--- src/ifmt_pkg.sv ---
// Shared types, constants and the digit-to-character function of the integer field formatter.
// Used by the controller, the datapath and the top level; depends on nothing else.
package ifmt_pkg;

   localparam int unsigned VALUE_W = 64;
   localparam int unsigned MODE_W  = 3;
   localparam int unsigned WIDTH_W = 7;
   localparam int unsigned PREC_W  = 7;
   localparam int unsigned CHAR_W  = 8;
   localparam int unsigned LEN_W   = 8;

   localparam logic [MODE_W-1:0] MODE_SDEC = 3'd0;
   localparam logic [MODE_W-1:0] MODE_UDEC = 3'd1;
   localparam logic [MODE_W-1:0] MODE_OCT  = 3'd2;
   localparam logic [MODE_W-1:0] MODE_HEXL = 3'd3;
   localparam logic [MODE_W-1:0] MODE_HEXU = 3'd4;

   localparam logic [CHAR_W-1:0] CH_NUL     = 8'h00;
   localparam logic [CHAR_W-1:0] CH_SPACE   = 8'h20;
   localparam logic [CHAR_W-1:0] CH_PLUS    = 8'h2B;
   localparam logic [CHAR_W-1:0] CH_MINUS   = 8'h2D;
   localparam logic [CHAR_W-1:0] CH_ZERO    = 8'h30;
   localparam logic [CHAR_W-1:0] CH_NINE    = 8'h39;
   localparam logic [CHAR_W-1:0] CH_X       = 8'h58;
   localparam logic [CHAR_W-1:0] HEX_ADJ    = 8'h07;
   localparam logic [CHAR_W-1:0] LOWER_MASK = 8'h20;

   typedef struct packed {
      logic [VALUE_W-1:0]       value;
      logic [MODE_W-1:0]        mode;
      logic                     left_justify;
      logic                     plus_sign;
      logic                     space_sign;
      logic                     alternate_form;
      logic                     zero_pad;
      logic [WIDTH_W-1:0]       width;
      logic signed [PREC_W-1:0] precision;
   } req_type;

   typedef struct packed {
      logic load;
      logic split;
      logic conv_step;
      logic norm_step;
      logic plan;
      logic emit;
   } cmd_type;

   typedef struct packed {
      logic is_dec;
      logic conv_last;
      logic norm_done;
      logic out_free;
      logic emit_last;
   } sts_type;

   function automatic logic [CHAR_W-1:0] digit_char(input logic [3:0] d, input logic lower);
      logic [CHAR_W-1:0] c;
      c = CH_ZERO + CHAR_W'(d);
      if (c > CH_NINE) begin
         c = (c + HEX_ADJ) | (lower ? LOWER_MASK : CH_NUL);
      end
      return c;
   endfunction

endpackage

--- src/integer_field_formatter_top.sv ---
// Top level of the integer field formatter: joins the controller and the datapath.
// Depends on ifmt_pkg, ifmt_ctrl and ifmt_dpath.
//
//   Channel  Direction  Payload
//   req_     in         tdata: value, flags, width, precision; tuser: mode
//   rsp_     out        tdata: out_char; tlast: last; tuser: empty_res
//
// One transaction is taken at a time. Decimal operands pass through the bit-serial binary to
// decimal converter; octal and hex skip it. Leading zero digits are then stripped at one per
// cycle (at most 22), the field is laid out, and the characters leave at one per cycle while
// the output is not stalled, up to MAX_FIELD of them.
// Reset is synchronous and clears only the controller and the output valid flag.
// A stalled result holds the character stream; the next request is taken once the last
// character of a field sits in the output register.
module integer_field_formatter_top #(
   parameter int unsigned MAX_FIELD  = 64,
   parameter int unsigned VALUE_BITS = 64
) (
   input  logic        clock,
   input  logic        reset,
   input  logic        req_tvalid,
   output logic        req_tready,
   // value[63:0], left_justify[64], plus_sign[65], space_sign[66], alternate_form[67],
   // zero_pad[68], width[75:69], precision[82:76], zeros[87:83]
   input  logic [87:0] req_tdata,
   // mode[2:0]
   input  logic [2:0]  req_tuser,
   output logic        rsp_tvalid,
   input  logic        rsp_tready,
   // out_char[7:0]
   output logic [7:0]  rsp_tdata,
   output logic        rsp_tlast,
   // empty_res[0]
   output logic [0:0]  rsp_tuser
);

   ifmt_pkg::req_type req;
   ifmt_pkg::cmd_type cmd;
   ifmt_pkg::sts_type sts;

   always_comb begin
      req.value          = req_tdata[63:0];
      req.left_justify   = req_tdata[64];
      req.plus_sign      = req_tdata[65];
      req.space_sign     = req_tdata[66];
      req.alternate_form = req_tdata[67];
      req.zero_pad       = req_tdata[68];
      req.width          = req_tdata[75:69];
      req.precision      = req_tdata[82:76];
      req.mode           = req_tuser;
   end

   ifmt_ctrl u_ctrl (
      .clock      (clock),
      .reset      (reset),
      .req_tvalid (req_tvalid),
      .req_tready (req_tready),
      .sts        (sts),
      .cmd        (cmd)
   );

   ifmt_dpath #(
      .VALUE_BITS (VALUE_BITS),
      .MAX_FIELD  (MAX_FIELD)
   ) u_dpath (
      .clock      (clock),
      .reset      (reset),
      .req        (req),
      .cmd        (cmd),
      .sts        (sts),
      .rsp_tvalid (rsp_tvalid),
      .rsp_tready (rsp_tready),
      .rsp_char   (rsp_tdata),
      .rsp_last   (rsp_tlast),
      .rsp_empty  (rsp_tuser[0])
   );

endmodule

--- src/ifmt_ctrl.sv ---
// Sequencing state machine of the integer field formatter.
// Depends on ifmt_pkg for the command and status structs.
module ifmt_ctrl (
   input  logic              clock,
   input  logic              reset,
   input  logic              req_tvalid,
   output logic              req_tready,
   input  ifmt_pkg::sts_type sts,
   output ifmt_pkg::cmd_type cmd
);

   typedef enum logic [5:0] {
      ST_IDLE  = 6'b000001,
      ST_SPLIT = 6'b000010,
      ST_CONV  = 6'b000100,
      ST_NORM  = 6'b001000,
      ST_PLAN  = 6'b010000,
      ST_EMIT  = 6'b100000
   } state_type;

   state_type state_ff, state_in;

   always_comb begin
      state_in   = state_ff;
      cmd        = '0;
      req_tready = 1'b0;
      unique case (state_ff)
         ST_IDLE: begin
            req_tready = 1'b1;
            if (req_tvalid) begin
               cmd.load = 1'b1;
               state_in = ST_SPLIT;
            end
         end
         ST_SPLIT: begin
            cmd.split = 1'b1;
            state_in  = sts.is_dec ? ST_CONV : ST_NORM;
         end
         ST_CONV: begin
            cmd.conv_step = 1'b1;
            if (sts.conv_last) begin
               state_in = ST_NORM;
            end
         end
         ST_NORM: begin
            if (sts.norm_done) begin
               state_in = ST_PLAN;
            end else begin
               cmd.norm_step = 1'b1;
            end
         end
         ST_PLAN: begin
            cmd.plan = 1'b1;
            state_in = ST_EMIT;
         end
         ST_EMIT: begin
            if (sts.out_free) begin
               cmd.emit = 1'b1;
               if (sts.emit_last) begin
                  state_in = ST_IDLE;
               end
            end
         end
         default: begin
            state_in = ST_IDLE;
         end
      endcase
   end

   always_ff @(posedge clock) begin
      if (reset) begin
         state_ff <= ST_IDLE;
      end else begin
         state_ff <= state_in;
      end
   end

endmodule

--- src/ifmt_dpath.sv ---
// Datapath of the integer field formatter: operand registers, binary to digit conversion,
// field layout counters and the character output register. Depends on ifmt_pkg.
module ifmt_dpath #(
   parameter int unsigned VALUE_BITS = 64,
   parameter int unsigned MAX_FIELD  = 64
) (
   input  logic                             clock,
   input  logic                             reset,
   input  ifmt_pkg::req_type                req,
   input  ifmt_pkg::cmd_type                cmd,
   output ifmt_pkg::sts_type                sts,
   output logic                             rsp_tvalid,
   input  logic                             rsp_tready,
   output logic [ifmt_pkg::CHAR_W-1:0]      rsp_char,
   output logic                             rsp_last,
   output logic                             rsp_empty
);

   localparam int unsigned DEC_DIGITS = (VALUE_BITS * 30103) / 100000 + 1;
   localparam int unsigned OCT_DIGITS = (VALUE_BITS + 2) / 3;
   localparam int unsigned NDIG  = (DEC_DIGITS > OCT_DIGITS) ? DEC_DIGITS : OCT_DIGITS;
   localparam int unsigned DIG_W = NDIG * 4;
   localparam int unsigned CNT_W = $clog2(VALUE_BITS + 1);
   localparam int unsigned REM_W = $clog2(MAX_FIELD + 1);
   localparam int unsigned LEN_W = ifmt_pkg::LEN_W;
   localparam int unsigned CHAR_W = ifmt_pkg::CHAR_W;

   logic                           dec_ff, oct_ff, lower_ff;
   logic                           left_ff, alt_ff, zpad_ff, prec_given_ff;
   logic [ifmt_pkg::WIDTH_W-1:0]   width_ff;
   logic [ifmt_pkg::PREC_W-2:0]    prec_ff;
   logic [VALUE_BITS-1:0]          mag_ff;
   logic [CHAR_W-1:0]              pre0_ff, pre1_ff;
   logic [1:0]                     plen_ff;
   logic [DIG_W-1:0]               dig_ff;
   logic [CNT_W-1:0]               cnt_ff;
   logic [LEN_W-1:0]               lead_ff, zeros_ff;
   logic [REM_W-1:0]               rem_ff;
   logic                           empty_ff;
   logic                           out_valid_ff, out_last_ff, out_empty_ff;
   logic [CHAR_W-1:0]              out_char_ff;

   logic                           dec_in, oct_in, lower_in, sgn_in, neg_in;
   logic [VALUE_BITS-1:0]          val_in, mag_in;
   logic [DIG_W-1:0]               mag_pad, split_dig, adj_dig;
   logic [3:0]                     top_dig;

   logic                           alt0, hexpre;
   logic [1:0]                     plen_p;
   logic [LEN_W-1:0]               dlen_w, prec_w, deff, nd, nfield, fpad, zeros, total;
   logic [LEN_W-1:0]               lead_p;
   logic [REM_W-1:0]               rem_p;
   logic                           empty_p;
   logic [CHAR_W-1:0]              emit_char;

   // Operand decode at acceptance.
   always_comb begin
      oct_in   = (req.mode == ifmt_pkg::MODE_OCT);
      lower_in = (req.mode == ifmt_pkg::MODE_HEXL);
      dec_in   = !oct_in && !lower_in && (req.mode != ifmt_pkg::MODE_HEXU);
      sgn_in   = (req.mode == ifmt_pkg::MODE_SDEC);
      val_in   = req.value[VALUE_BITS-1:0];
      neg_in   = sgn_in && val_in[VALUE_BITS-1];
      mag_in   = neg_in ? (~val_in + 1'b1) : val_in;
   end

   // Octal and hex digits are plain bit groups of the magnitude.
   always_comb begin
      mag_pad = DIG_W'(mag_ff);
      for (int i = 0; i < NDIG; i++) begin
         if (oct_ff) begin
            split_dig[4*i +: 4] = {1'b0, mag_pad[3*i +: 3]};
         end else begin
            split_dig[4*i +: 4] = mag_pad[4*i +: 4];
         end
      end
   end

   // Shift-and-add-3 correction applied to every decimal digit before each shift.
   always_comb begin
      for (int i = 0; i < NDIG; i++) begin
         if (dig_ff[4*i +: 4] >= 4'd5) begin
            adj_dig[4*i +: 4] = dig_ff[4*i +: 4] + 4'd3;
         end else begin
            adj_dig[4*i +: 4] = dig_ff[4*i +: 4];
         end
      end
   end

   assign top_dig = dig_ff[DIG_W-1 -: 4];

   // Field layout, worked out once the significant digit count is known.
   always_comb begin
      dlen_w = LEN_W'(cnt_ff);
      alt0   = oct_ff && alt_ff && ((cnt_ff != '0) || (prec_given_ff && (prec_ff == '0)));
      hexpre = !dec_ff && !oct_ff && alt_ff && (cnt_ff != '0);
      plen_p = hexpre ? 2'd2 : plen_ff;
      prec_w = prec_given_ff ? LEN_W'(prec_ff) : LEN_W'(1);
      deff   = dlen_w + LEN_W'(alt0);
      nd     = (prec_w > deff) ? prec_w : deff;
      nfield = nd + LEN_W'(plen_p);
      fpad   = (LEN_W'(width_ff) > nfield) ? (LEN_W'(width_ff) - nfield) : '0;
      zeros  = nd - dlen_w;
      if (zpad_ff && !prec_given_ff && !left_ff) begin
         zeros = zeros + fpad;
         fpad  = '0;
      end
      total   = fpad + LEN_W'(plen_p) + zeros + dlen_w;
      lead_p  = left_ff ? '0 : fpad;
      empty_p = (total == '0);
      if (empty_p) begin
         rem_p = REM_W'(1);
      end else if (total > LEN_W'(MAX_FIELD)) begin
         rem_p = REM_W'(MAX_FIELD);
      end else begin
         rem_p = REM_W'(total);
      end
   end

   always_comb begin
      if (empty_ff) begin
         emit_char = ifmt_pkg::CH_NUL;
      end else if (lead_ff != '0) begin
         emit_char = ifmt_pkg::CH_SPACE;
      end else if (plen_ff != '0) begin
         emit_char = pre0_ff;
      end else if (zeros_ff != '0) begin
         emit_char = ifmt_pkg::CH_ZERO;
      end else if (cnt_ff != '0) begin
         emit_char = ifmt_pkg::digit_char(top_dig, lower_ff);
      end else begin
         emit_char = ifmt_pkg::CH_SPACE;
      end
   end

   always_comb begin
      sts.is_dec    = dec_ff;
      sts.conv_last = (cnt_ff == CNT_W'(1));
      sts.norm_done = (top_dig != '0) || (cnt_ff == '0);
      sts.out_free  = !out_valid_ff || rsp_tready;
      sts.emit_last = (rem_ff == REM_W'(1));
   end

   always_ff @(posedge clock) begin
      if (cmd.load) begin
         dec_ff        <= dec_in;
         oct_ff        <= oct_in;
         lower_ff      <= lower_in;
         left_ff       <= req.left_justify;
         alt_ff        <= req.alternate_form;
         zpad_ff       <= req.zero_pad;
         width_ff      <= req.width;
         prec_given_ff <= !req.precision[ifmt_pkg::PREC_W-1];
         prec_ff       <= req.precision[ifmt_pkg::PREC_W-2:0];
         mag_ff        <= mag_in;
         plen_ff       <= {1'b0, neg_in || (sgn_in && (req.plus_sign || req.space_sign))};
         if (neg_in) begin
            pre0_ff <= ifmt_pkg::CH_MINUS;
         end else if (req.plus_sign) begin
            pre0_ff <= ifmt_pkg::CH_PLUS;
         end else begin
            pre0_ff <= ifmt_pkg::CH_SPACE;
         end
      end
      if (cmd.split) begin
         if (dec_ff) begin
            dig_ff <= '0;
            cnt_ff <= CNT_W'(VALUE_BITS);
         end else begin
            dig_ff <= split_dig;
            cnt_ff <= CNT_W'(NDIG);
         end
      end
      if (cmd.conv_step) begin
         dig_ff <= {adj_dig[DIG_W-2:0], mag_ff[VALUE_BITS-1]};
         mag_ff <= mag_ff << 1;
         cnt_ff <= sts.conv_last ? CNT_W'(NDIG) : (cnt_ff - 1'b1);
      end
      if (cmd.norm_step) begin
         dig_ff <= dig_ff << 4;
         cnt_ff <= cnt_ff - 1'b1;
      end
      if (cmd.plan) begin
         lead_ff  <= lead_p;
         zeros_ff <= zeros;
         rem_ff   <= rem_p;
         empty_ff <= empty_p;
         plen_ff  <= plen_p;
         if (hexpre) begin
            pre0_ff <= ifmt_pkg::CH_ZERO;
            pre1_ff <= ifmt_pkg::CH_X | (lower_ff ? ifmt_pkg::LOWER_MASK : ifmt_pkg::CH_NUL);
         end
      end
      if (cmd.emit) begin
         rem_ff       <= rem_ff - 1'b1;
         out_char_ff  <= emit_char;
         out_last_ff  <= sts.emit_last;
         out_empty_ff <= empty_ff;
         if (empty_ff) begin
            lead_ff <= lead_ff;
         end else if (lead_ff != '0) begin
            lead_ff <= lead_ff - 1'b1;
         end else if (plen_ff != '0) begin
            pre0_ff <= pre1_ff;
            plen_ff <= plen_ff - 1'b1;
         end else if (zeros_ff != '0) begin
            zeros_ff <= zeros_ff - 1'b1;
         end else if (cnt_ff != '0) begin
            dig_ff <= dig_ff << 4;
            cnt_ff <= cnt_ff - 1'b1;
         end
      end
   end

   always_ff @(posedge clock) begin
      if (reset) begin
         out_valid_ff <= 1'b0;
      end else if (cmd.emit) begin
         out_valid_ff <= 1'b1;
      end else if (rsp_tready) begin
         out_valid_ff <= 1'b0;
      end
   end

   assign rsp_tvalid = out_valid_ff;
   assign rsp_char   = out_char_ff;
   assign rsp_last   = out_last_ff;
   assign rsp_empty  = out_empty_ff;

endmodule

--- config.mk ---
export PLATFORM = sky130hd
export DESIGN_NAME = integer_field_formatter_top
export DESIGN_NICKNAME = d
export VERILOG_FILES = /design/src/ifmt_pkg.sv /design/src/integer_field_formatter_top.sv /design/src/ifmt_ctrl.sv /design/src/ifmt_dpath.sv
export SDC_FILE = /design/constraint.sdc
export NUM_CORES = 1
export LEC_CHECK = 0
export ABC_AREA = 1
export ABC_CLOCK_PERIOD_IN_PS = 12700
export BUFFER_PORTS_ARGS = -buffer_cell sky130_fd_sc_hd__buf_2
export CORE_MARGIN = 4
export CORE_UTILIZATION = 45
export DETAILED_ROUTE_END_ITERATION = 7
export HOLD_SLACK_MARGIN = 0.03
export PLACE_DENSITY_LB_ADDON = 0.12
export SKIP_LAST_GASP = 1
export SYNTH_ARGS = -nofsm -noshare
export SYNTH_HDL_FRONTEND = slang
export SYNTH_SLANG_ARGS = --single-unit
--- constraint.sdc ---
create_clock -name clock -period 12.7 [get_ports clock]
set_input_delay 0.635 -clock clock [delete_from_list [all_inputs] [get_ports clock]]
set_output_delay 0.635 -clock clock [all_outputs]
set_load 0.1 [all_outputs]
==> results of run 1 <==
-- area by class of cell --
class                   instances  area, um2  area share, %
diodes                          1       2.50         0.0135
clock buffers                  37        797           4.29
clock inverters                16        159          0.855
inverters                     351       1320           7.10
multi-input cells            1615       9370           50.4
flip-flops and latches        231       5730           30.8
well taps                     468        586           3.15
repair buffers                117        626           3.37
-- where the power goes --
group          internal (mW)  leakage [nW]  switching (mW)
Sequential              1.11          2.07           0.201
Combinational           1.20          5.65            2.25
Clock                  0.502         0.480           0.337
-- Yosys cell counts, types with 4 or more instances --
| library cell | number |
|---|---|
| a2111oi_0 | 17 |
| a211oi_1 | 18 |
| a21oi_1 | 218 |
| a221oi_1 | 15 |
| a311oi_1 | 4 |
| a31oi_1 | 11 |
| buf_1 | 5 |
| buf_2 | 19 |
| clkbuf_1 | 60 |
| dfxtp_1 | 121 |
| edfxtp_1 | 110 |
| fa_1 | 13 |
| ha_1 | 93 |
| inv_1 | 341 |
| inv_2 | 6 |
| nand2_1 | 356 |
| nand2_2 | 6 |
| nand3_1 | 80 |
| nand3_2 | 9 |
| nand4_1 | 15 |
| nor2_1 | 203 |
| nor2_2 | 6 |
| nor2_4 | 8 |
| nor3_1 | 47 |
| nor3_4 | 4 |
| nor4_1 | 19 |
| o2111ai_1 | 8 |
| o211ai_1 | 31 |
| o21ai_0 | 252 |
| o21ai_1 | 16 |
| o221ai_1 | 13 |
| o22ai_1 | 31 |
| o31ai_1 | 4 |
| or2_2 | 5 |
| xnor2_1 | 12 |
| xor2_1 | 60 |
-- flip-flops by register name, summed over array words and instances (netlist names), 2 cells and up --
| register | cells |
|---|---|
| u_dpath.dig_ff | 88 |
| u_dpath.mag_ff | 64 |
| u_dpath.lead_ff | 8 |
| u_dpath.pre0_ff | 8 |
| u_dpath.rsp_char | 8 |
| u_dpath.zeros_ff | 8 |
| u_dpath.cnt_ff | 7 |
| u_dpath.rem_ff | 7 |
| u_dpath.width_ff | 7 |
| u_ctrl.state_ff | 6 |
| u_dpath.prec_ff | 6 |
| u_dpath.plen_ff | 2 |
-- worst min-delay path by stage --
stage,startpoint,endpoint,slack [ns],depth (start not counted)
CTS,req_tdata[64],u_dpath.left_ff,0.23,1
finish,req_tdata[64],u_dpath.left_ff,0.25,1
detailed placement,u_dpath.pre0_ff[7],u_dpath.pre0_ff[7],0.44,2
floorplan,u_dpath.pre0_ff[4],u_dpath.pre0_ff[4],0.42,2
global placement,u_dpath.pre0_ff[7],u_dpath.pre0_ff[7],0.44,2
global route,req_tdata[64],u_dpath.left_ff,0.23,1
-- worst max-delay path: cells and delay by family (launching register included) --
kind | cells | cell delay, ns
simple gates | 28 | 3.60
compound gates | 6 | 1.11
xor+xnor | 3 | 0.59
fa+ha+maj | 12 | 4.26
buf+inv | 9 | 1.02
flops | 1 | 0.38
-- metrics by stage --
stage               cell area, um2  cells  power (mW)
floorplan                    16800   2285        3.89
global placement             17600   2782        4.64
detailed placement           17600   2782        4.70
CTS                          18600   2835        5.57
global route                 18600   2835        6.18
finish                       18600   2836        5.60
-- cell usage in the layout, fill, tap and decap left out, types with 16 or more instances in the layout --
cell	count
a2111oi_0	17
a211oi_1	18
a21oi_1	218
buf_2	101
buf_4	16
clkbuf_16	30
dfxtp_1	121
edfxtp_1	110
ha_1	93
inv_1	341
nand2_1	354
nand3_1	80
nor2_1	201
nor3_1	47
nor4_1	19
o211ai_1	31
o21ai_0	252
o21ai_1	16
o22ai_1	31
xor2_1	60
-- logic make-up after synthesis --
family          after synthesis  synth area share (%)
compound gates              663                  22.8
fa+ha+maj                   106                  8.49
xor+xnor                     72                  3.76
buf+inv                     439                  10.1
simple gates                774                  20.7
flops                       231                  34.2
-- routing by layer --
metal	up-vias	routed length, um	track usage (%)	part of all wire [%]
met1	7338	24000	35.9	47
met2	514	22700	38.9	44
li1	7929	-	-	-
met3	64	3340	3.46	6.5
met4	0	1040	5.14	2.0
met5	-	0	0	0
==> reports/qor.yml, run 1 <==
global_route:
  antenna_found_initial: 0
  grt_max_degree: 76
  grt_pass1_wl_um: 81800
  overflow: 0
  track_usage_pct: 24.6
  grt_pass1_vias: 15100
setup_path:
  cp.arrival_ns: 11.52
  cp_max_fo: 11
  ff2ff_setup_slack_ns: 1.49
  max_stage_delay_ns: 0.52
  startpoint_type: "flop"
  crit_start: "u_dpath.cnt_ff[1]"
  worst_r2r_endpoint: "u_dpath.rem_ff[0]"
  worst-endpoint-required_ns: 13.01
  r2r_cells: 58
  cpMaxStageDelayCell: "fa_1"
  endpoint: "u_dpath.rem_ff[0]"
  reg2reg_from: "u_dpath.cnt_ff[1]"
  critical_path_class: "reg -> reg"
  cp_common_cell: "nand2_1"
  end_kind: "flop"
layout:
  drive_gt1_share_pct: 9.76
  fillers: 3654
  nets: 2546
  postLayoutCoreUtil_pct: 50.6
  syn2layout_area_growth_pct: 10.8
timing:
  period_share_pct: 88.3
  finalHoldViolations: 0
  final.min_clock_period_ns: 11.21
  fin_hold_ws_ns: 0.247
  fmax_mhz: 89.2
  layout_setup_ws_ns: 1.49
  finalMaxSlewViolations: 0
  fin_skew_ns: 0.0107
  finalSetupViolCount: 0
  timing.setup.tns_ns: 0
  rsz0062_at_grt: "no"
  tightest_slew_ns: 1.02
  relSlewSlack_pct: 32.0
placement:
  port_buffers: 101
  dp_hpwl_um: 36900
  gp_congestion: 0.889
  dp_slack_ns: 1.69
power_and_ir_drop:
  power.density_nw_per_um2: 302
  ir_drop_mv: 0.304
  total_leakage_power_nw: 8.20
synthesis:
  synth_seq_cells: 231
  yosysTopAreaCellShare_pct: 19.7
  yosysWarnings: 0
  syn-num-nets: 2486
  synth_cell_types: 68
  yosys.area.top_type: "edfxtp_1"
  postSynthCellCount: 2285
  synthArstFlopShare_pct: 0
  synthTopCellsByArea: "edfxtp_1 (20%), dfxtp_1 (14%), nand2_1 (8.0%)"
  yosysSeqAreaShare_pct: 34.2
  synth_area_per_cell_um2: 7.34
  synth_flop_cell: "dfxtp_1"
  synth_edf_count: 110
  netlist_area_um2: 16800
floorplan:
  start_util_pct: 45.7
  core.rowCount: 70
  dieArea_um2: 40400
  io_pins: 107
  core-area_um2: 36700
  die_y_um: 201
  die_x_um: 201
run_status:
  outcome: "complete, no violations"
cts:
  postCtsHoldBufs: 0
  clock-sinks: 231
  cts_root_buf: "clkbuf_16"
  htreeDepth: 1
  postCtsSetupRepairBufs: 0
  clockBufferDepth: 3
  cts_buffers: 29
  cts_resized: 0
  worstSkewPairLatency_ns: 0.56
  cts_tree: "yes"
  path_clk_slew_ns: 0.06
drt:
  routed_wl_um: 51100
  dr.pass1.iters: 5
  wl_per_cell_um: 18.0
  viasPerCell: 5.59
  ant_nets: 0
  drt-initial-drc-count: 1351
  num_vias: 15800
  drc: 0
hold_path:
  hp-class: "in -> reg"
flow_run:
  cap_violations: 0
Note: power is estimated with default switching activity, not from simulation.
==> run 2, diff against run 1 <==
Settings changed: CORE_UTILIZATION 45 to 55, SKIP_CTS_REPAIR_TIMING set to 1.
==> reports/qor.yml, run 2 (synthesis gave the netlist of run 1 again) <==
placement:
  dp_hpwl_um: 34200
  gp_congestion: 0.959
  dpl_cell_area_um2: 17500
  port_buffers: 101
run_status:
  outcome: "complete, no violations"
global_route:
  track_usage_pct: 27.8
  grt_pass1_wl_um: 76000
  grt_max_degree: 82
  antenna_found_initial: 9
  overflow: 0
  grt_pass1_vias: 14800
setup_path:
  end_kind: "flop"
  critical_path.top_delay_family: "adder cells"
  cp_common_cell: "nand2_1"
  worst_r2r_endpoint: "u_dpath.rem_ff[1]"
  cpMaxStageDelayCell: "fa_1"
  worst-endpoint-required_ns: 12.98
  max_stage_delay_ns: 0.51
  endpoint: "u_dpath.rem_ff[1]"
  cp_max_fo: 11
  cp.arrival_ns: 11.44
  startpoint_type: "flop"
  path_depth: 58
  ff2ff_setup_slack_ns: 1.54
  critical_path_class: "reg -> reg"
  cp_num_buf_inv: 10
  reg2reg_from: "u_dpath.cnt_ff[1]"
  r2r_cells: 58
  crit_start: "u_dpath.cnt_ff[1]"
layout:
  nets: 2541
  postLayoutCoreUtil_pct: 61.6
  design_area_um2: 18400
  drive_gt1_share_pct: 9.45
  mostFrequentLayoutCells: "nand2_1 (354), inv_1 (341), o21ai_0 (252)"
  top_regs: "u_dpath.dig_ff: 88 flops, u_dpath.mag_ff: 64 flops"
  multiInputGateArea_um2: 9370
  register_area_um2: 5730
  syn2layout_area_growth_pct: 9.74
  layout_commonest_cell: "nand2_1"
  top_register: "u_dpath.dig_ff"
  largest_reg_flops: 88
  fillers: 2798
drt:
  ant_nets: 0
  drt-initial-drc-count: 1525
  viasPerCell: 5.80
  num_vias: 16000
  routed_wl_um: 47900
  wl_per_cell_um: 17.4
  dr.pass1.iters: 6
  drc: 0
flow_run:
  cap_violations: 0
cts:
  worstSkewPairLatency_ns: 0.55
  htreeDepth: 1
  clockBufferDepth: 3
  cts_root_buf: "clkbuf_16"
  path_clk_slew_ns: 0.06
  clock-sinks: 231
  cts_tree: "yes"
  cts_buffers: 27
floorplan:
  core.rowCount: 63
  io_pins: 107
  core-area_um2: 29900
  die_y_um: 183
  start_util_pct: 56.1
  dieArea_um2: 33300
  die_x_um: 183
timing:
  timing.setup.tns_ns: 0
  final.min_clock_period_ns: 11.16
  finalSetupViolCount: 0
  tightest_slew_ns: 1.10
  relSlewSlack_pct: 26.5
  fin_skew_ns: 0.0304
  fmax_mhz: 89.6
  finalMaxSlewViolations: 0
  period_share_pct: 87.9
  rsz0062_at_grt: "no"
  finalHoldViolations: 0
hold_path:
  hp-class: "in -> reg"
  hold_path_depth: 1
power_and_ir_drop:
  ir_drop_mv: 0.373
  total_leakage_power_nw: 8.13
  power.density_nw_per_um2: 302
  power.total_mw: 5.55
[run 2: per-layer routing]
metal | GRT usage [%] | share of wire, % | vias to the layer above
li1 | - | - | 7927
met1 | 39.6 | 46 | 7397
met2 | 44.2 | 44 | 571
met3 | 5.60 | 8.1 | 71
met4 | 5.46 | 1.6 | 16
met5 | 0 | 0.23 | -
[run 2: final cells by class]
cell class,count,share of cell area [%]
flip-flops and latches,231,31.1
multi-input cells,1615,50.9
clock inverters,19,1.01
inverters,351,7.17
repair buffers,114,3.28
clock buffers,31,3.81
well taps,390,2.65
diodes,3,0.0408
[run 2: metrics by stage]
step | setup WS (ns) | cells | hold slack (ns)
2_1_floorplan | 3.61 | 2285 | 0.420
3_3_place_gp | 2.02 | 2701 | 0.436
3_5_place_dp | 1.76 | 2701 | 0.449
4_1_cts | 1.73 | 2751 | 0.262
5_1_grt | 0.617 | 2752 | 0.260
6_report | 1.54 | 2754 | 0.276
[run 2: worst reg2reg max path, delay by kind of cell (launching register included)]
kind,cells,cell delay [ns]
flip-flops,1,0.37
buffers and inverters,10,1.06
XOR/XNOR,3,0.62
AND/OR/NAND/NOR,27,3.48
adder cells (fa/ha/maj),12,4.21
AO/OA/AOI/OAI,6,1.20
[run 2: how the worst min path moves through the flow]
stage                     slack (ns)                  end               start
after floorplan                 0.42   u_dpath.pre0_ff[4]  u_dpath.pre0_ff[4]
after CTS                       0.26  u_dpath.width_ff[3]       req_tdata[72]
after detailed placement        0.45   u_dpath.pre0_ff[4]  u_dpath.pre0_ff[4]
final                           0.28  u_dpath.width_ff[3]       req_tdata[72]
after global routing            0.26  u_dpath.width_ff[5]       req_tdata[74]
after global placement          0.44   u_dpath.pre0_ff[7]  u_dpath.pre0_ff[7]
[run 2: power breakdown]
part	leakage (nW)	internal, mW	switching [mW]
Sequential	2.07	1.11	0.197
Clock	0.421	0.457	0.326
Combinational	5.64	1.20	2.26
